==> src/rtl/tsts_pkg.sv <==
// -----------------------------------------------------------------------------
// tsts_pkg
// Types and constants shared by the task scheduler controller and slot cells.
// -----------------------------------------------------------------------------
package tsts_pkg;

   localparam int SLOTS_DEFAULT = 8;
   localparam int CSR_ADDR_W    = 2;
   localparam int CSR_DATA_W    = 32;
   localparam int SLICE_W       = 8;
   localparam int SLEEP_W       = 16;
   localparam int OUT_SLOT_W    = 3;
   localparam logic [SLICE_W-1:0]    SLICE_RESET = 8'd16;
   localparam logic [CSR_ADDR_W-1:0] ADDR_SLICE  = 2'd0;

   typedef enum logic [1:0] {
      SLOT_FREE  = 2'd0,
      SLOT_READY = 2'd1,
      SLOT_RUN   = 2'd2,
      SLOT_SLEEP = 2'd3
   } slot_state_type;

   typedef enum logic [1:0] {
      MODE_TICK  = 2'd0,
      MODE_FORK  = 2'd1,
      MODE_SLEEP = 2'd2,
      MODE_EXIT  = 2'd3
   } mode_type;

   typedef enum logic {
      ST_IDLE = 1'b0,
      ST_WALK = 1'b1
   } state_type;

   // broadcast from controller to every cell
   typedef struct packed {
      logic               load;
      mode_type           mode;
      logic [SLEEP_W-1:0] sleep_ticks;
   } event_type;

   // token flags handed from cell to cell
   typedef struct packed {
      logic           valid;
      logic           found;
      slot_state_type cur_st;
      logic           expired;
   } token_type;

   // end-of-walk update
   typedef struct packed {
      logic valid;
      logic do_switch;
   } commit_type;

endpackage

==> src/rtl/tsts_cell.sv <==
// -----------------------------------------------------------------------------
// tsts_cell
// One task slot: status, sleep countdown, slice count. Acts on the load event,
// on the commit and when the token passes, handing the token to the next slot.
// -----------------------------------------------------------------------------
module tsts_cell #(
   parameter int SLOTS    = 8,
   parameter int CELL_IDX = 0,
   localparam int IDX_W   = (SLOTS > 1) ? $clog2(SLOTS) : 1
) (
   input  logic                              clock,
   input  logic                              reset,
   input  tsts_pkg::event_type               evt,
   input  logic [IDX_W-1:0]                  cur,
   input  logic [tsts_pkg::SLICE_W-1:0]      slice_ticks,
   input  tsts_pkg::token_type               tok_in,
   input  logic [IDX_W-1:0]                  pick_in,
   input  tsts_pkg::commit_type              commit,
   input  logic [IDX_W-1:0]                  commit_pick,
   output tsts_pkg::token_type               tok_out,
   output logic [IDX_W-1:0]                  pick_out
);
   import tsts_pkg::*;

   localparam logic [IDX_W-1:0] MY_IDX  = IDX_W'(CELL_IDX);
   localparam bit               IS_IDLE = (CELL_IDX == 0);

   slot_state_type     st_ff, st_in, st_w;
   logic [SLEEP_W-1:0] sleep_ff, sleep_in, sleep_w;
   logic [SLICE_W-1:0] used_ff, used_in, used_w;
   token_type          tok_ff, tok_in_nx;
   logic [IDX_W-1:0]   pick_ff, pick_in_nx;
   logic               is_cur;

   assign is_cur = (cur == MY_IDX);

   // wake and slice charge as seen during a non-fork visit
   always_comb begin
      st_w    = st_ff;
      sleep_w = sleep_ff;
      if (!IS_IDLE && st_ff == SLOT_SLEEP) begin
         if (sleep_ff > SLEEP_W'(1)) begin
            sleep_w = sleep_ff - SLEEP_W'(1);
         end else begin
            sleep_w = '0;
            st_w    = SLOT_READY;
         end
      end
      used_w = used_ff;
      if (is_cur && used_ff != {SLICE_W{1'b1}}) begin
         used_w = used_ff + SLICE_W'(1);
      end
   end

   always_comb begin
      st_in      = st_ff;
      sleep_in   = sleep_ff;
      used_in    = used_ff;
      tok_in_nx  = tok_in;
      pick_in_nx = pick_in;
      if (evt.load) begin
         if (is_cur && evt.mode == MODE_SLEEP) begin
            st_in    = SLOT_SLEEP;
            sleep_in = evt.sleep_ticks;
         end else if (is_cur && evt.mode == MODE_EXIT) begin
            st_in = SLOT_FREE;
         end
      end else if (tok_in.valid) begin
         if (evt.mode == MODE_FORK) begin
            if (!IS_IDLE && st_ff == SLOT_FREE && !tok_in.found) begin
               st_in           = SLOT_READY;
               sleep_in        = '0;
               used_in         = '0;
               tok_in_nx.found = 1'b1;
               pick_in_nx      = MY_IDX;
            end
         end else begin
            st_in    = st_w;
            sleep_in = sleep_w;
            used_in  = used_w;
            if (is_cur) begin
               tok_in_nx.cur_st  = st_w;
               tok_in_nx.expired = (used_w >= slice_ticks);
            end
            if (!IS_IDLE && !is_cur && st_w == SLOT_READY && !tok_in.found) begin
               tok_in_nx.found = 1'b1;
               pick_in_nx      = MY_IDX;
            end
         end
      end else if (commit.valid && commit.do_switch) begin
         if (is_cur && st_ff == SLOT_RUN) begin
            st_in   = SLOT_READY;
            used_in = '0;
         end
         if (commit_pick == MY_IDX) begin
            st_in = SLOT_RUN;
         end
      end
   end

   always_ff @(posedge clock) begin
      if (reset) begin
         st_ff    <= IS_IDLE ? SLOT_RUN : SLOT_FREE;
         sleep_ff <= '0;
         used_ff  <= '0;
         tok_ff   <= '0;
         pick_ff  <= '0;
      end else begin
         st_ff    <= st_in;
         sleep_ff <= sleep_in;
         used_ff  <= used_in;
         tok_ff   <= tok_in_nx;
         pick_ff  <= pick_in_nx;
      end
   end

   assign tok_out  = tok_ff;
   assign pick_out = pick_ff;

endmodule

==> src/rtl/tsts_ctrl.sv <==
// -----------------------------------------------------------------------------
// tsts_ctrl
// Request sequencing, slice register, current slot and result registers.
// -----------------------------------------------------------------------------
module tsts_ctrl #(
   parameter int SLOTS  = 8,
   localparam int IDX_W = (SLOTS > 1) ? $clog2(SLOTS) : 1
) (
   input  logic                                 clock,
   input  logic                                 reset,
   input  logic                                 start,
   output logic                                 busy,
   input  tsts_pkg::mode_type                   req_mode,
   input  logic [tsts_pkg::SLEEP_W-1:0]         req_sleep_ticks,
   input  logic                                 psel,
   input  logic                                 penable,
   input  logic                                 pwrite,
   input  logic [tsts_pkg::CSR_ADDR_W-1:0]      paddr,
   input  logic [tsts_pkg::CSR_DATA_W-1:0]      pwdata,
   output logic [tsts_pkg::CSR_DATA_W-1:0]      prdata,
   output logic                                 pready,
   output tsts_pkg::event_type                  evt,
   output logic [IDX_W-1:0]                     cur,
   output logic [tsts_pkg::SLICE_W-1:0]         slice_ticks,
   output tsts_pkg::token_type                  tok_launch,
   output logic [IDX_W-1:0]                     pick_launch,
   input  tsts_pkg::token_type                  tok_last,
   input  logic [IDX_W-1:0]                     pick_last,
   output tsts_pkg::commit_type                 commit,
   output logic [IDX_W-1:0]                     commit_pick,
   output logic                                 rsp_valid,
   output logic [tsts_pkg::OUT_SLOT_W-1:0]      rsp_running_slot,
   output logic                                 rsp_switched,
   output logic                                 rsp_fork_ok,
   output logic [tsts_pkg::OUT_SLOT_W-1:0]      rsp_child_slot
);
   import tsts_pkg::*;

   localparam int EXT_W = IDX_W + OUT_SLOT_W;

   state_type                state_ff, state_in;
   mode_type                 mode_ff;
   logic [IDX_W-1:0]         cur_ff, cur_in;
   logic [SLICE_W-1:0]       slice_ff;
   logic                     launch_ff;
   logic                     accept, done, is_fork;
   logic                     rsp_valid_ff;
   logic [OUT_SLOT_W-1:0]    run_ff, child_ff;
   logic                     sw_ff, ok_ff;
   logic [EXT_W-1:0]         run_ext, child_ext;

   assign accept  = start && (state_ff == ST_IDLE);
   assign done    = tok_last.valid;
   assign is_fork = (mode_ff == MODE_FORK);

   // next state
   always_comb begin
      state_in = state_ff;
      case (state_ff)
         ST_IDLE: begin
            if (accept) state_in = ST_WALK;
         end
         ST_WALK: begin
            if (done) state_in = ST_IDLE;
         end
         default: state_in = ST_IDLE;
      endcase
   end

   // outputs of the sequencer
   always_comb begin
      case (state_ff)
         ST_IDLE: busy = 1'b0;
         ST_WALK: busy = 1'b1;
         default: busy = 1'b0;
      endcase
   end

   always_comb begin
      evt.load        = accept;
      evt.mode        = accept ? req_mode : mode_ff;
      evt.sleep_ticks = req_sleep_ticks;
   end

   always_comb begin
      tok_launch.valid   = launch_ff;
      tok_launch.found   = 1'b0;
      tok_launch.cur_st  = SLOT_FREE;
      tok_launch.expired = 1'b0;
   end
   assign pick_launch = '0;

   // end of walk: decide the switch
   always_comb begin
      commit.valid     = done;
      commit.do_switch = !is_fork &&
                         (tok_last.expired || tok_last.cur_st == SLOT_FREE ||
                          tok_last.cur_st == SLOT_SLEEP || cur_ff == '0);
      commit_pick      = tok_last.found ? pick_last : '0;
      cur_in           = commit.do_switch ? commit_pick : cur_ff;
   end

   assign run_ext   = {{OUT_SLOT_W{1'b0}}, cur_in};
   assign child_ext = {{OUT_SLOT_W{1'b0}}, commit_pick};

   always_ff @(posedge clock) begin
      if (reset) begin
         state_ff     <= ST_IDLE;
         cur_ff       <= '0;
         slice_ff     <= SLICE_RESET;
         launch_ff    <= 1'b0;
         rsp_valid_ff <= 1'b0;
      end else begin
         state_ff     <= state_in;
         launch_ff    <= accept;
         rsp_valid_ff <= done;
         if (done) cur_ff <= cur_in;
         if (psel && penable && pwrite && paddr == ADDR_SLICE) begin
            slice_ff <= pwdata[SLICE_W-1:0];
         end
      end
   end

   always_ff @(posedge clock) begin
      if (accept) mode_ff <= req_mode;
      if (done) begin
         run_ff   <= run_ext[OUT_SLOT_W-1:0];
         sw_ff    <= (cur_in != cur_ff);
         ok_ff    <= is_fork && tok_last.found;
         child_ff <= (is_fork && tok_last.found) ? child_ext[OUT_SLOT_W-1:0] : '0;
      end
   end

   assign cur              = cur_ff;
   assign slice_ticks      = slice_ff;
   assign pready           = 1'b1;
   assign prdata           = (paddr == ADDR_SLICE) ? CSR_DATA_W'(slice_ff) : '0;
   assign rsp_valid        = rsp_valid_ff;
   assign rsp_running_slot = run_ff;
   assign rsp_switched     = sw_ff;
   assign rsp_fork_ok      = ok_ff;
   assign rsp_child_slot   = child_ff;

endmodule

==> src/rtl/time_slice_task_scheduler.sv <==
// -----------------------------------------------------------------------------
// time_slice_task_scheduler
// Preemptive time-slice scheduler over a row of task-slot cells.
// -----------------------------------------------------------------------------
// A request (start high while busy is low) is one scheduling event: tick,
// fork, sleep or exit. Each request produces exactly one result, shown on the
// rsp_ ports for a single cycle with rsp_valid high; the receiver cannot stall
// it, so sample it when the strobe is seen. The result is registered at the
// end of the token walk, and busy is low in the same cycle as the strobe, so
// a new request can be taken while the result is shown, but not before. The
// walk runs from the launch register through one cell per slot, the token
// moving one cell per clock; the switch is committed as the result registers
// are loaded. The slice length register sits at byte address 0 of the
// APB-style port and should only be written while busy is low.
// -----------------------------------------------------------------------------
module time_slice_task_scheduler #(
   parameter int SLOTS  = tsts_pkg::SLOTS_DEFAULT,
   localparam int IDX_W = (SLOTS > 1) ? $clog2(SLOTS) : 1
) (
   input  logic                                 clock,
   input  logic                                 reset,
   // request channel
   input  logic                                 start,
   output logic                                 busy,
   input  logic [1:0]                           req_mode,
   input  logic [tsts_pkg::SLEEP_W-1:0]         req_sleep_ticks,
   // result channel
   output logic                                 rsp_valid,
   output logic [tsts_pkg::OUT_SLOT_W-1:0]      rsp_running_slot,
   output logic                                 rsp_switched,
   output logic                                 rsp_fork_ok,
   output logic [tsts_pkg::OUT_SLOT_W-1:0]      rsp_child_slot,
   // configuration
   input  logic                                 psel,
   input  logic                                 penable,
   input  logic                                 pwrite,
   input  logic [tsts_pkg::CSR_ADDR_W-1:0]      paddr,
   input  logic [tsts_pkg::CSR_DATA_W-1:0]      pwdata,
   output logic [tsts_pkg::CSR_DATA_W-1:0]      prdata,
   output logic                                 pready
);
   import tsts_pkg::*;

   // Shared broadcasts to all cells: event (with the load pulse that applies
   // sleep/exit to the current slot), current slot and slice length.
   event_type          evt;
   logic [IDX_W-1:0]   cur;
   logic [SLICE_W-1:0] slice_ticks;
   commit_type         commit;
   logic [IDX_W-1:0]   commit_pick;

   // Token chain: entry 0 is the launch register, entry k+1 the output of
   // cell k. The token carries the search result and what the current
   // slot's cell saw on its visit (status after wake, slice expired).
   token_type          tok   [SLOTS+1];
   logic [IDX_W-1:0]   pick  [SLOTS+1];

   tsts_ctrl #(
      .SLOTS (SLOTS)
   ) u_ctrl (
      .clock            (clock),
      .reset            (reset),
      .start            (start),
      .busy             (busy),
      .req_mode         (mode_type'(req_mode)),
      .req_sleep_ticks  (req_sleep_ticks),
      .psel             (psel),
      .penable          (penable),
      .pwrite           (pwrite),
      .paddr            (paddr),
      .pwdata           (pwdata),
      .prdata           (prdata),
      .pready           (pready),
      .evt              (evt),
      .cur              (cur),
      .slice_ticks      (slice_ticks),
      .tok_launch       (tok[0]),
      .pick_launch      (pick[0]),
      .tok_last         (tok[SLOTS]),
      .pick_last        (pick[SLOTS]),
      .commit           (commit),
      .commit_pick      (commit_pick),
      .rsp_valid        (rsp_valid),
      .rsp_running_slot (rsp_running_slot),
      .rsp_switched     (rsp_switched),
      .rsp_fork_ok      (rsp_fork_ok),
      .rsp_child_slot   (rsp_child_slot)
   );

   // One cell per slot; slot 0 is the idle task and never wakes or gets
   // picked by the search, but it is charged ticks and can be switched.
   for (genvar k = 0; k < SLOTS; k++) begin : g_cell
      tsts_cell #(
         .SLOTS    (SLOTS),
         .CELL_IDX (k)
      ) u_cell (
         .clock       (clock),
         .reset       (reset),
         .evt         (evt),
         .cur         (cur),
         .slice_ticks (slice_ticks),
         .tok_in      (tok[k]),
         .pick_in     (pick[k]),
         .commit      (commit),
         .commit_pick (commit_pick),
         .tok_out     (tok[k+1]),
         .pick_out    (pick[k+1])
      );
   end

endmodule

==> config.mk <==
export PLATFORM = sky130hd
export DESIGN_NAME = time_slice_task_scheduler
export DESIGN_NICKNAME = d
export VERILOG_FILES = /design/src/rtl/tsts_pkg.sv /design/src/rtl/tsts_cell.sv /design/src/rtl/tsts_ctrl.sv /design/src/rtl/time_slice_task_scheduler.sv
export SDC_FILE = /design/constraint.sdc
export NUM_CORES = 1
export LEC_CHECK = 0
export BUFFER_PORTS_ARGS = -buffer_cell sky130_fd_sc_hd__buf_2
export CELL_PAD_IN_SITES_DETAIL_PLACEMENT = 1
export CELL_PAD_IN_SITES_GLOBAL_PLACEMENT = 1
export CORE_ASPECT_RATIO = 0.6
export CORE_UTILIZATION = 30
export CTS_BUF_LIST = sky130_fd_sc_hd__clkbuf_8
export CTS_CLUSTER_DIAMETER = 60
export DETAILED_ROUTE_END_ITERATION = 10
export GPL_TIMING_DRIVEN = 0
export MAX_ROUTING_LAYER = met4
export PLACE_DENSITY = 0.59
export SYNTH_ARGS = -nofsm -noshare
export SYNTH_HDL_FRONTEND = slang
export SYNTH_SLANG_ARGS = --single-unit
==> constraint.sdc <==
create_clock -name clock -period 3.7 [get_ports clock]
set_input_delay 0.185 -clock clock [delete_from_list [all_inputs] [get_ports clock]]
set_output_delay 0.185 -clock clock [all_outputs]
set_load 0.005 [all_outputs]
Word-level counts from Yosys, hierarchy flattened:

Cells that the tools add are included.

* memory bits (writable): 0
* input port bits: 58
* bits in latches: 0
* output and inout bits: 43
* logic and storage cells: 624
* memories kept: 0
* ROM bits: 0
* register bits after elaboration: 276

* bitwise gates (word level): 5
* shifts and indexed selects: 0
* $lt $le $gt $ge: 15
* divide/modulo/power cells: 0
* reduce and logical (&&, ||, !) cells: 160
* multiplexer cells: 270
* equality and inequality tests: 88
* multipliers: 0
* add/subtract/negate cells: 15

Operators by type and width (number)
* $mux 16: 49
* $mux 8: 48
* $mux 2: 85
* $mux 3: 46
* $gt 16x1->1 const B: 7
* $sub 16x1->16 const B: 7
* $reduce_and 4->1: 23
* $add 8x1->8 const B: 8
* $ge 8x8->1: 8
* $ne 8x8->1 const B: 8
* $logic_and 1x1->1: 60
* $mux 4: 14
* $reduce_bool 2->1: 24
* $reduce_bool 3->1: 15
* $ne 3x2->1 const B: 14
* $eq 2x2->1 const B: 18
* $ne 4x3->1 const B: 7
* $reduce_bool 4->1: 7
* $mux 1: 26
* $eq 3x3->1 const B: 8
* $ne 3x1->1 const B: 8
* $eq 2x1->1 const B: 9
* $logic_not 2->1: 9
* $logic_not 1->1: 14
* other kinds (12): 31

Longest topological paths before layout:

Gate-level depths: netlist (run 1).

* word-level depth: 10
* mapped depth: 14
* mapped depth without buffers: 13

By module:

A second synthesis (run 1) with hierarchy kept.

* cells, all modules: 2312
* area, all modules: 18966.9 um^2

Modules (own cells, without submodules)
* tsts_cell (g_cell[5].u_cell): seq. area each 680.7 um^2, instances 1, area an instance 2389.8 um^2, cells each 289
* tsts_cell (g_cell[1].u_cell): seq. area each 680.7 um^2, instances 1, area an instance 2348.5 um^2, cells each 286
* tsts_cell (g_cell[3].u_cell): seq. area each 680.7 um^2, instances 1, area an instance 2346.0 um^2, cells each 298
* tsts_cell (g_cell[2].u_cell): seq. area each 680.7 um^2, instances 1, area an instance 2306.0 um^2, cells each 282
* tsts_cell (g_cell[6].u_cell): seq. area each 680.7 um^2, instances 1, area an instance 2306.0 um^2, cells each 288
* tsts_cell (g_cell[4].u_cell): seq. area each 680.7 um^2, instances 1, area an instance 2297.2 um^2, cells each 277
* tsts_cell (g_cell[7].u_cell): seq. area each 680.7 um^2, instances 1, area an instance 2257.2 um^2, cells each 289
* tsts_ctrl: seq. area each 560.5 um^2, instances 1, area an instance 1508.9 um^2, cells each 163
* tsts_cell (g_cell[0].u_cell): seq. area each 360.3 um^2, instances 1, area an instance 1207.4 um^2, cells each 140

Least setup slack after synthesis (run 1):

No wires, ideal clock.

* kind: reg2reg
* start point: reg u_ctrl.cur_ff[1] (netlist: u_ctrl.cur[1])
* end point: reg g_cell[2].u_cell.tok_ff (netlist bit g_cell[2].u_cell.tok_out[0])
* stages on the path, launching flop included: 14
* required time: 3570 ps
* path slack: 677 ps
* arrival time: 2894 ps
* library setup time: 130 ps
* path through: dfxtp_1 -> buf_2 -> nor3b_1 -> nor2b_1 -> clkbuf_1 -> nand4_1 -> xnor2_1 -> ha_1 -> a21o_1 -> a21o_1 -> a21oi_1 -> o21ai_0 -> a211oi_1 -> nor3_1

* longest elaborated chain between the ends: 8

Ends and longest elaborated chain
* from (decl): RTL line tsts_ctrl.sv:43 `logic [IDX_W-1:0] cur_ff, cur_in;`
* from (signal assigned): RTL line tsts_ctrl.sv:117 `if (done) cur_ff <= cur_in;`
* $eq 3x2->1 *: RTL line tsts_cell.sv:35 `assign is_cur = (cur == MY_IDX);`
* $logic_and 1x1->1: RTL line tsts_cell.sv:50 `if (is_cur && used_ff != {SLICE_W{1'b1}}) begin`
* $mux 8: RTL line tsts_cell.sv:50
* $ge 8x8->1: RTL line tsts_cell.sv:83 `tok_in_nx.expired = (used_w >= slice_ticks);`
* $mux 3 *: RTL line tsts_cell.sv:81 `if (is_cur) begin`
* $mux 3 *: RTL line tsts_cell.sv:69 `if (evt.mode == MODE_FORK) begin`
* $mux 4 *: RTL line tsts_cell.sv:68 `end else if (tok_in.valid) begin`
* $mux 4 *: RTL line tsts_cell.sv:61 `if (evt.load) begin`
* to (signal assigned): RTL line tsts_cell.sv:112 `tok_ff <= tok_in_nx;`
* to (decl): RTL line tsts_cell.sv:31 `token_type tok_ff, tok_in_nx;`

Mark *: on every way between the ends. The rest lies on a longest branch, timed or not.
A chain may end at the register's enable or synchronous reset.

Final worst setup path (run 1):

* start point: reg u_ctrl.state_ff
* end point: reg g_cell[2].u_cell.sleep_ff[10]

* longest elaborated chain between the ends: 7

Ends and longest elaborated chain
* from (decl): RTL line tsts_ctrl.sv:41 `state_type state_ff, state_in;`
* from (signal assigned): RTL line tsts_ctrl.sv:114 `state_ff <= state_in;`
* $not 1->1 *: RTL line tsts_ctrl.sv:52 `assign accept = start && (state_ff == ST_IDLE);`
* $logic_and 1x1->1 *: RTL line tsts_ctrl.sv:52
* $mux 2: RTL line tsts_ctrl.sv:81 `evt.mode = accept ? req_mode : mode_ff;`
* $eq 2x2->1 / $eq 2x1->1 (equally long branches): RTL line tsts_cell.sv:62, tsts_cell.sv:69
* $logic_and 1x1->1 / $mux 16 (equally long branches): RTL line tsts_cell.sv:62, tsts_cell.sv:69
* $ne 2x1->1 (no line) / $mux 16 (equally long branches)
* $reduce_and 4->1 (no line) / $mux 16 (equally long branches)
* to (signal assigned): RTL line tsts_cell.sv:110 `sleep_ff <= sleep_in;`
* to (decl): RTL line tsts_cell.sv:29 `logic [SLEEP_W-1:0] sleep_ff, sleep_in, sleep_w;`

Mark *: on every way between the ends. The rest lies on a longest branch, timed or not. The select of a mux whose other input is x is not followed.

==> metrics.yaml, run 1 <==
nets: 2375
synthCells: 2101
grt_max_degree: 13
htree_levels: 2
synth_cell_types: 76
wl_per_cell_um: 24.2
antenna_found_initial: 3
hold_viol_final: 0
slew_headroom: 0.111
seqPwrFrac: 0.453
start_kind: "flop"
area_delta_synth_final_pct: 14.2
synth.most_common_cell: "dfxtp_1"
fin_cells: 2969
synth_top_area_cell: "dfxtp_1"
netlist.area_leader.share: 0.323
synth_ff_type: "dfxtp_1"
core-area_sq_mm: 0.0531
wl_um: 71700
post_drt_via_cell_ratio: 5.86
synth_edf_count: 8
fp.dieH_um: 183
start_util: 0.307
ys_seq_area_frac: 0.338
setup_viol: 0
power_leakage_nw: 6.93
die_x_um: 303
pin_count: 101
first_global_vias: 16691
grt_usage: 0.262
p_sw_mw: 2.00
grt_setup_unrepaired: "true"
grt_overflow: 0
power_frac_clock: 0.439
min_period_ns: 3.59
crit_path_end_kind: "flop"
insertion_delay_ns: 0.65
worst_slew_pin_slew_ns: 1.33
port_buffers: 49
clkTransAtPathRegs_ns: 0.07
clockBufferDepth: 3
worst-path-max-fanout: 10
p_comb_frac: 0.108
drtIter0Drc: 1606
finClkSkew_ns: 0.0379
gp_congestion: 0.932
grt_pass1_wl_um: 107000
critical_path_required_ns: 4.18
power-per-cell-area_mw_per_mm2: 352
die_area_sq_mm: 0.0553
drtAntennaViolNets: 0
drv_cap: 0
drc: 0
path_class: "reg -> reg"
cts_num_sinks: 271
num_vias: 17402
num_rows: 65
avgSynthCellArea_sq_um: 7.76
finalCritPeriodShare: 0.969
cts-root-buf: "clkbuf_8"
synth_area_sq_mm: 0.0163
max-vdd-ir-drop_mv: 0.232
postSynth.asyncResetShare: 0
status: "finished clean"
synth.area.top_cells: "dfxtp_1, o21ai_0, ha_1"
drive_gt1_frac: 0.0866
ys_warn_count: 0
n_fill_cell: 6487
dp_cells: 2876
firstDrtPassIters: 5
hpwl_um: 53200
slew_viol_final: 0
finish.utilization: 0.351
cts_tree: "yes"
fmax_ghz: 0.279
p_int_mw: 4.56
crit_arrival_ns: 4.07
ys_ff_latch: 271
hp-class: "in -> reg"
numCtsBuffers: 48
power.share.switching: 0.305
finalPower_mw: 6.56
ys_top_cells_by_count: "dfxtp_1, o21ai_0, nor2_1"
[area by class of cell]
| cell class | count | area [sq um] | area share |
|---|---|---|---|
| tap | 703 | 880 | 0.0472 |
| multi-input combinational | 1646 | 10100 | 0.541 |
| buffer | 141 | 653 | 0.0351 |
| antenna | 2 | 5.00 | 0.000269 |
| sequential | 271 | 5510 | 0.296 |
| clock inverter | 24 | 109 | 0.00584 |
| inverter | 65 | 244 | 0.0131 |
| timing repair buffer | 58 | 335 | 0.0180 |
| clock buffer | 59 | 812 | 0.0436 |
[worst max-delay path, stage by stage (launching register included)]
cell and delay (ns):
dfxtp_1 0.37, nor2b_2 0.45, clkbuf_2 0.43, nor2_2 0.23
clkdlybuf4s15_1 0.67, o21ai_2 0.43, clkbuf_1 0.45, o21ai_0 0.19
nand3_1 0.12, o21ai_0 0.09
[flip-flops by register name, indices dropped and copies added, names as in the netlist]
signal and count:
u_ctrl.rsp_child_slot 3, u_ctrl.cur 3, g_cell.u_cell.st_ff 16, g_cell.u_cell.sleep_ff 112, u_ctrl.state_ff 1, g_cell.u_cell.tok_out 39, u_ctrl.rsp_switched 1, g_cell.u_cell.used_ff 64
u_ctrl.slice_ticks 8, u_ctrl.rsp_fork_ok 1, u_ctrl.rsp_running_slot 3, g_cell.u_cell.pick_out 16, u_ctrl.rsp_valid 1, u_ctrl.launch_ff 1, u_ctrl.mode_ff 2
[layout by cell type, fill, tap and decap left out, types with 8 or more instances in the layout]
cell type and count:
nand2b_1 21, nor3b_1 14, ha_1 86, clkinv_2 8
conb_1 25, o32ai_1 16, buf_4 26, dlygate4sd3_1 9
clkbuf_8 59, o21ai_0 232, and2_1 28, o211ai_1 26
and3_1 17, o31a_1 10, a21o_1 28, a31oi_1 33
a32o_1 27, dfxtp_1 263, o22ai_1 9, a211oi_1 16
nor2_1 191, inv_1 75, xor2_1 17, or3_1 19
a22o_1 20, a21oi_1 160, buf_2 59, nand2_1 183
edfxtp_1 8, nand3_1 72, nor4_1 37, o31ai_1 21
xnor2_1 30, nor3_1 76, o21a_1 19, nand4_1 31
clkbuf_1 92, mux2i_1 14, nor2b_1 27, a22oi_1 19
[path summary, 6_finish.rpt]
check                          startpoint                             to  slack, ns  depth (start not counted)
max reg2reg               u_ctrl.state_ff  g_cell[2].u_cell.sleep_ff[10]       0.11                          9
min                   req_sleep_ticks[14]  g_cell[4].u_cell.sleep_ff[14]       0.05                          4
min reg2reg  g_cell[5].u_cell.pick_out[1]   g_cell[6].u_cell.pick_out[1]       0.44                          1
max                       u_ctrl.state_ff  g_cell[2].u_cell.sleep_ff[10]       0.11                          9
[stage by stage]
step                cell area (sq um)  hold WS, ns  TNS, ns  setup WS, ns
CTS                             18600       0.0232        0       0.00474
floorplan                       16400        0.284        0         0.677
global placement                17500        0.404   -24.66        -0.517
finish                          18600       0.0477        0         0.113
detailed placement              17500        0.409   -30.90        -0.591
global route                    18600       0.0546  -0.0286       -0.0122
[power by group through the flow]
stage                     sequential, mW  clock (mW)  combinational [mW]
final                               2.97        2.88               0.710
after global routing                2.97        3.04               0.742
after CTS                           2.97        2.93               0.681
after detailed placement            3.03           0               0.670
after global placement              3.03           0               0.662
after floorplan                     3.03           0               0.360
[layer usage]
metal	vias to the layer above	wire [um]	track usage
li1	7981	-	-
met1	8679	36800	0.402
met2	609	27400	0.336
met3	133	5750	0.0550
met4	0	1740	0.0667
met5	-	0	-
[logic make-up after synthesis]
| family | synth area share |
|---|---|
| AO/OA/AOI/OAI | 0.270 |
| XOR/XNOR | 0.0252 |
| adder cells (fa/ha/maj) | 0.0660 |
| buffers and inverters | 0.0543 |
| flip-flops | 0.338 |
| multiplexers | 0.0134 |
| other | 0.000460 |
| AND/OR/NAND/NOR | 0.233 |
[what timing repair did]
item                                    CTS  global route
endpoints found under the setup margin  108            25
gates resized for setup                  10            16
hold buffers                              9             0
hold endpoints to repair                  9             0
setup buffers                             0             0
(Power assumes the default switching activity.)
==> run 2, diff against run 1 <==
--- a/config.mk
+++ b/config.mk
@@ -5,9 +5,10 @@
 export SDC_FILE = /design/constraint.sdc
 export NUM_CORES = 1
 export LEC_CHECK = 0
+export ABC_AREA = 1
 export BUFFER_PORTS_ARGS = -buffer_cell sky130_fd_sc_hd__buf_2
 export CELL_PAD_IN_SITES_DETAIL_PLACEMENT = 1
-export CELL_PAD_IN_SITES_GLOBAL_PLACEMENT = 1
+export CELL_PAD_IN_SITES_GLOBAL_PLACEMENT = 2
 export CORE_ASPECT_RATIO = 0.6
 export CORE_UTILIZATION = 30
 export CTS_BUF_LIST = sky130_fd_sc_hd__clkbuf_8
@@ -15,7 +16,8 @@
 export DETAILED_ROUTE_END_ITERATION = 10
 export GPL_TIMING_DRIVEN = 0
 export MAX_ROUTING_LAYER = met4
-export PLACE_DENSITY = 0.59
+export PLACE_DENSITY = 0.75
+export SLEW_MARGIN = 10
 export SYNTH_ARGS = -nofsm -noshare
 export SYNTH_HDL_FRONTEND = slang
 export SYNTH_SLANG_ARGS = --single-unit
==> metrics.yaml, run 2 <==
fin_cells: 3780
fp.dieH_um: 191
die_x_um: 317
holdBufCountCts: 14
path_depth: 15
slowest_delay_ns: 0.64
synth_compound_area_frac: 0.149
crit-reg2reg-capture: "g_cell[1].u_cell.tok_out[0]"
gp_congestion: 0.946
place_area_sq_mm: 0.0192
core-area_sq_mm: 0.0582
final_cell_mix: "nand2_1, inv_1, nor2_1"
status: "finished clean"
synthCells: 2835
multi_input_area_sq_mm: 0.0103
power-per-cell-area_mw_per_mm2: 334
synth_cell_types: 45
grt_overflow: 0
worstReg2RegStart: "u_ctrl.cur[0]"
num_vias: 19052
first_global_vias: 18879
synth_top_area_cell: "dfxtp_1"
p_comb_frac: 0.123
postCtsSetupBuffers: 0
worst-path-max-fanout: 8
clockBufferDepth: 3
tns_ns: 0
cts-root-buf: "clkbuf_8"
ys_seq_area_frac: 0.308
n_fill_cell: 7685
drc: 0
power.share.switching: 0.311
p_int_mw: 4.67
postSynth.asyncResetShare: 0
synth_top_family_by_area: "simple AND/OR/NAND/NOR gates"
min_period_ns: 3.34
rrSetupSlack_ns: 0.36
ys_warn_count: 0
start_util: 0.307
crit_path_cell_trace: "buf_2 -> nand2_1 -> nor2_1 -> nand2_1 -> inv_1 -> nand2_1 -> o21ai_0 -> inv_1 -> ha_1 -> nand2_1 -> o21ai_0 -> nand2_1 -> o2111ai_1 -> nor2_1 -> nor2_1"
finalCritPeriodShare: 0.904
drtIter0Drc: 1449
grt_setup_unrepaired: "false"
synth.most_common_cell: "nand2_1"
hpwl_um: 57700
worst_slew_pin_slew_ns: 1.21
fmax_ghz: 0.299
path_class: "reg -> reg"
post-route-cell-area_sq_mm: 0.0203
numCtsBuffers: 49
crit_arrival_ns: 3.86
cp-startpoint: "u_ctrl.cur[0]"
crit_buf_inv: 3
htree_levels: 2
muxShareOfSynthArea: 0
final-seq-area_sq_mm: 0.00551
ys_ff_latch: 271
num_rows: 68
slew_viol_final: 0
pin_count: 101
power_leakage_nw: 10.2
synth_fa_ha_area_frac: 0.0602
grt_pass1_wl_um: 114000
drtAntennaViolNets: 0
largest_reg_flops: 112
clkTransAtPathRegs_ns: 0.07
insertion_delay_ns: 0.66
ys_top_cells_by_count: "nand2_1, inv_1, nor2_1"
cts_resized: 0
nets: 3117
p_sw_mw: 2.10
cpMostUsedCell: "nand2_1"
start_kind: "flop"
hp-class: "in -> reg"
dp_cells: 3678
avgSynthCellArea_sq_um: 6.30
ff2ff_path_depth: 15
drive_gt1_frac: 0.0735
grt_usage: 0.255
synth_xor_area_frac: 0.0588
yosys.area_share.simple: 0.302
synth_edf_count: 8
seqPwrFrac: 0.442
slew_headroom: 0.196
synth_area_sq_mm: 0.0179
hold_viol_final: 0
post_drt_via_cell_ratio: 5.04
final_common_cell: "nand2_1"
antenna_found_initial: 3
grt_max_degree: 13
netlist.area_leader.share: 0.295
synth.area.top_cells: "dfxtp_1, nand2_1, inv_1"
synth_ff_type: "dfxtp_1"
crit_path_end_kind: "flop"
max-vdd-ir-drop_mv: 0.195
die_area_sq_mm: 0.0606
setup_viol: 0
power_frac_clock: 0.435
critical_path_required_ns: 4.22
cts_tree: "yes"
regMostFlops: "g_cell.u_cell.sleep_ff"
firstDrtPassIters: 5
drv_cap: 0
finClkSkew_ns: 0.0380
slowest_stage: "nor2_1"
wl_um: 74900
port_buffers: 50
wl_per_cell_um: 19.8
path_delay_family: "simple AND/OR/NAND/NOR gates"
cts_num_sinks: 271
cp-endpoint: "g_cell[1].u_cell.tok_out[0]"
area_delta_synth_final_pct: 13.4
[run 2: cell types whose count changed after synthesis, sizes merged, moves of 41 or more]
| cell | change |
|---|---|
| nor2 | +229 |
| a21oi | +63 |
| nand2 | +456 |
| inv | +368 |
| nand3 | +105 |
| xor2 | +77 |
| nor3 | -41 |
| clkbuf | -63 |
[run 2: worst reg2reg max path, delay by kind of cell (launching register included)]
family,cells,cell delay [ns]
adders and majority gates,1,0.31
and+or+nand+nor,8,1.53
buffers and inverters,3,0.58
DFF,1,0.31
AOI/OAI and AO/OA,3,0.47
[run 2: cells by family after synthesis]
kind of cell,Yosys count
AND/OR/NAND/NOR,1316
buffers and inverters,528
AO/OA/AOI/OAI,512
flip-flops,271
XOR/XNOR,120
adder cells (fa/ha/maj),86
other,2
[run 2: power by group through the flow]
stage / sequential (mW) / clock (mW) / combinational [mW]
6_report: 2.99 / 2.95 / 0.836
3_3_place_gp: 3.05 / 0 / 0.790
3_5_place_dp: 3.05 / 0 / 0.807
2_1_floorplan: 3.04 / 0 / 0.487
5_1_grt: 2.99 / 3.15 / 0.915
4_1_cts: 2.99 / 3.03 / 0.822
[run 2: layout make-up]
class / count / area share
diodes: 2 / 0.000247
repair buffers: 64 / 0.0193
well taps: 770 / 0.0475
multi-input cells: 2059 / 0.508
inverters: 432 / 0.0800
flip-flops and latches: 271 / 0.272
clock inverters: 25 / 0.00580
clock buffers: 61 / 0.0414
plain buffers: 96 / 0.0263
[run 2: how the worst min path moves through the flow]
stage                                 startpoint                            end  slack (ns)  cells after the start
global placement    g_cell[3].u_cell.pick_out[1]   g_cell[4].u_cell.pick_out[1]        0.42                      2
global route                 req_sleep_ticks[13]  g_cell[3].u_cell.sleep_ff[13]        0.05                      3
detailed placement  g_cell[4].u_cell.pick_out[1]   g_cell[5].u_cell.pick_out[1]        0.42                      2
CTS                                  req_mode[1]              u_ctrl.mode_ff[1]        0.02                      5
floorplan                              pwdata[4]          u_ctrl.slice_ticks[4]        0.36                      2
finish                               req_mode[1]              u_ctrl.mode_ff[1]        0.06                      5
[run 2: per-layer routing]
layer | wire, um | GRT usage | share of wire | vias to the layer above
met3 | 5660 | 0.0549 | 0.076 | 74
met1 | 39200 | 0.381 | 0.52 | 9292
li1 | - | - | - | 9240
met4 | 1070 | 0.0520 | 0.014 | 0
met2 | 29000 | 0.344 | 0.39 | 446
met5 | 0 | - | 0 | -
[run 2: metrics by stage]
stage | utilization | hold WS [ns] | total power, mW | worst slack [ns]
3_5_place_dp | 0.329 | 0.420 | 3.86 | 0.419
5_1_grt | 0.348 | 0.0486 | 7.06 | 0.0527
4_1_cts | 0.348 | 0.0160 | 6.84 | 0.368
3_3_place_gp | 0.329 | 0.422 | 3.84 | 0.481
2_1_floorplan | - | 0.358 | 3.53 | 1.41
6_report | 0.348 | 0.0621 | 6.77 | 0.357
==> run 3, diff against run 2 <==
--- a/config.mk
+++ b/config.mk
@@ -7,8 +7,8 @@
 export LEC_CHECK = 0
 export ABC_AREA = 1
 export BUFFER_PORTS_ARGS = -buffer_cell sky130_fd_sc_hd__buf_2
-export CELL_PAD_IN_SITES_DETAIL_PLACEMENT = 1
-export CELL_PAD_IN_SITES_GLOBAL_PLACEMENT = 2
+export CELL_PAD_IN_SITES_DETAIL_PLACEMENT = 0
+export CELL_PAD_IN_SITES_GLOBAL_PLACEMENT = 1
 export CORE_ASPECT_RATIO = 0.6
 export CORE_UTILIZATION = 30
 export CTS_BUF_LIST = sky130_fd_sc_hd__clkbuf_8
@@ -16,7 +16,7 @@
 export DETAILED_ROUTE_END_ITERATION = 10
 export GPL_TIMING_DRIVEN = 0
 export MAX_ROUTING_LAYER = met4
-export PLACE_DENSITY = 0.75
+export PLACE_DENSITY = 0.61
 export SLEW_MARGIN = 10
 export SYNTH_ARGS = -nofsm -noshare
 export SYNTH_HDL_FRONTEND = slang
==> metrics.yaml, run 3 (synthesized netlist as in run 2, its figures left out) <==
status: "finished clean"
clockBufferDepth: 3
critical_path_required_ns: 4.25
grt_pass1_wl_um: 104000
crit_buf_inv: 3
slowest_stage: "nor2_1"
firstDrtPassIters: 6
drc: 0
num_vias: 18372
hp-class: "in -> reg"
finalCritPeriodShare: 0.904
cpMostUsedCell: "nand2_1"
fmax_ghz: 0.299
antenna_found_initial: 4
worst_slew_pin_slew_ns: 1.22
regMostFlops: "g_cell.u_cell.sleep_ff"
drtAntennaViolNets: 0
drtIter0Drc: 1673
die_area_sq_mm: 0.0606
gr-usage-met3: 0.0475
port_buffers: 50
final_common_cell: "nand2_1"
grt_usage: 0.235
path_class: "reg -> reg"
clkTransAtPathRegs_ns: 0.07
hold_viol_final: 0
final_cell_mix: "nand2_1, inv_1, nor2_1"
cp-startpoint: "u_ctrl.cur[0]"
crit_path_end_kind: "flop"
slew_viol_final: 0
grt_util_met1: 0.361
postCtsSetupBuffers: 0
num_rows: 68
hp-start: "pwrite"
slowest_delay_ns: 0.63
power_leakage_nw: 10.2
first_global_vias: 16772
hpwl_um: 51500
htree_levels: 2
grt_max_degree: 13
largest_reg_flops: 112
busiest_layer: "met1"
die_x_um: 317
fp.dieH_um: 191
pin_count: 101
finClkSkew_ns: 0.0369
use_met2: 0.300
crit_arrival_ns: 3.90
setup_viol: 0
cts_num_sinks: 271
drv_cap: 0
insertion_delay_ns: 0.67
grt_overflow: 0
worstReg2RegStart: "u_ctrl.cur[0]"
post-route-cell-area_sq_mm: 0.0203
max-vdd-ir-drop_mv: 0.194
n_fill_cell: 6473
numCtsBuffers: 50
slew_headroom: 0.187
core-area_sq_mm: 0.0582
min_period_ns: 3.34
post_drt_via_cell_ratio: 4.85
nets: 3120
grt_setup_unrepaired: "false"
cts_tree: "yes"
gp_congestion: 1.02
tns_ns: 0
wl_per_cell_um: 18.2
worst-path-max-fanout: 8
start_kind: "flop"
place_area_sq_mm: 0.0192
start_util: 0.307
path_delay_family: "simple AND/OR/NAND/NOR gates"
wl_um: 68900
power-per-cell-area_mw_per_mm2: 335
area_delta_synth_final_pct: 13.8
drive_gt1_frac: 0.0736
finish.utilization: 0.349
crit_path_cell_trace: "buf_2 -> nand2_1 -> nor2_1 -> nand2_1 -> inv_1 -> nand2_1 -> o21ai_0 -> inv_1 -> ha_1 -> nand2_1 -> o21ai_0 -> nand2_1 -> o2111ai_1 -> nor2_1 -> nor2_1"
cts-root-buf: "clkbuf_8"
[run 3: worst paths after layout]
check / to / slack, ns / cells after the start
worst max-delay path: g_cell[1].u_cell.tok_out[0] / 0.36 / 15
worst min-delay path: u_ctrl.slice_ticks[0] / 0.08 / 4
worst max register to register: g_cell[1].u_cell.tok_out[0] / 0.36 / 15
worst min register to register: g_cell[6].u_cell.pick_out[0] / 0.43 / 2
[run 3: layout make-up]
| class | count | area [sq um] | area share |
|---|---|---|---|
| tap | 770 | 963 | 0.0474 |
| inverter | 432 | 1620 | 0.0798 |
| buffer | 96 | 533 | 0.0262 |
| multi-input combinational | 2059 | 10300 | 0.507 |
| timing repair buffer | 66 | 410 | 0.0202 |
| antenna | 1 | 2.50 | 0.000123 |
| clock buffer | 64 | 881 | 0.0433 |
| clock inverter | 27 | 115 | 0.00566 |
| sequential | 271 | 5510 | 0.271 |
[run 3: timing repair]
| action | CTS | global route |
|---|---|---|
| setup endpoints to repair | 0 | 1 |
| hold buffers | 16 | 0 |
| endpoints found under the hold margin | 18 | 0 |
| gates resized for setup | 0 | 1 |
[run 3: worst min-delay path: cells and delay by family]
family	cells	cell delay, ns
AO/OA/AOI/OAI	2	0.21
buffers and inverters	1	0.09
AND/OR/NAND/NOR	1	0.20
[run 3: metal layers]
layer	part of all wire	up-vias
met5	0	-
li1	-	9244
met2	0.37	534
met3	0.073	87
met4	0.018	0
met1	0.54	8507
[run 3: power by group]
| group | leakage [nW] | internal [mW] | total [mW] | switching [mW] |
|---|---|---|---|---|
| Clock | 0.587 | 1.55 | 3.02 | 1.47 |
| Combinational | 7.43 | 0.228 | 0.812 | 0.584 |
| Sequential | 2.20 | 2.96 | 2.99 | 0.0302 |
| Total | 10.2 | 4.73 | 6.82 | 2.09 |
[run 3: through the flow]
stage,setup WS [ns],instances,hold WS [ns],power (mW)
after floorplan,1.41,2858,0.358,3.53
after global placement,0.371,3678,0.418,3.83
final,0.356,3786,0.0805,6.82
after CTS,0.362,3785,0.0156,6.91
after global routing,0.0597,3785,0.131,7.14
after detailed placement,0.398,3678,0.411,3.84
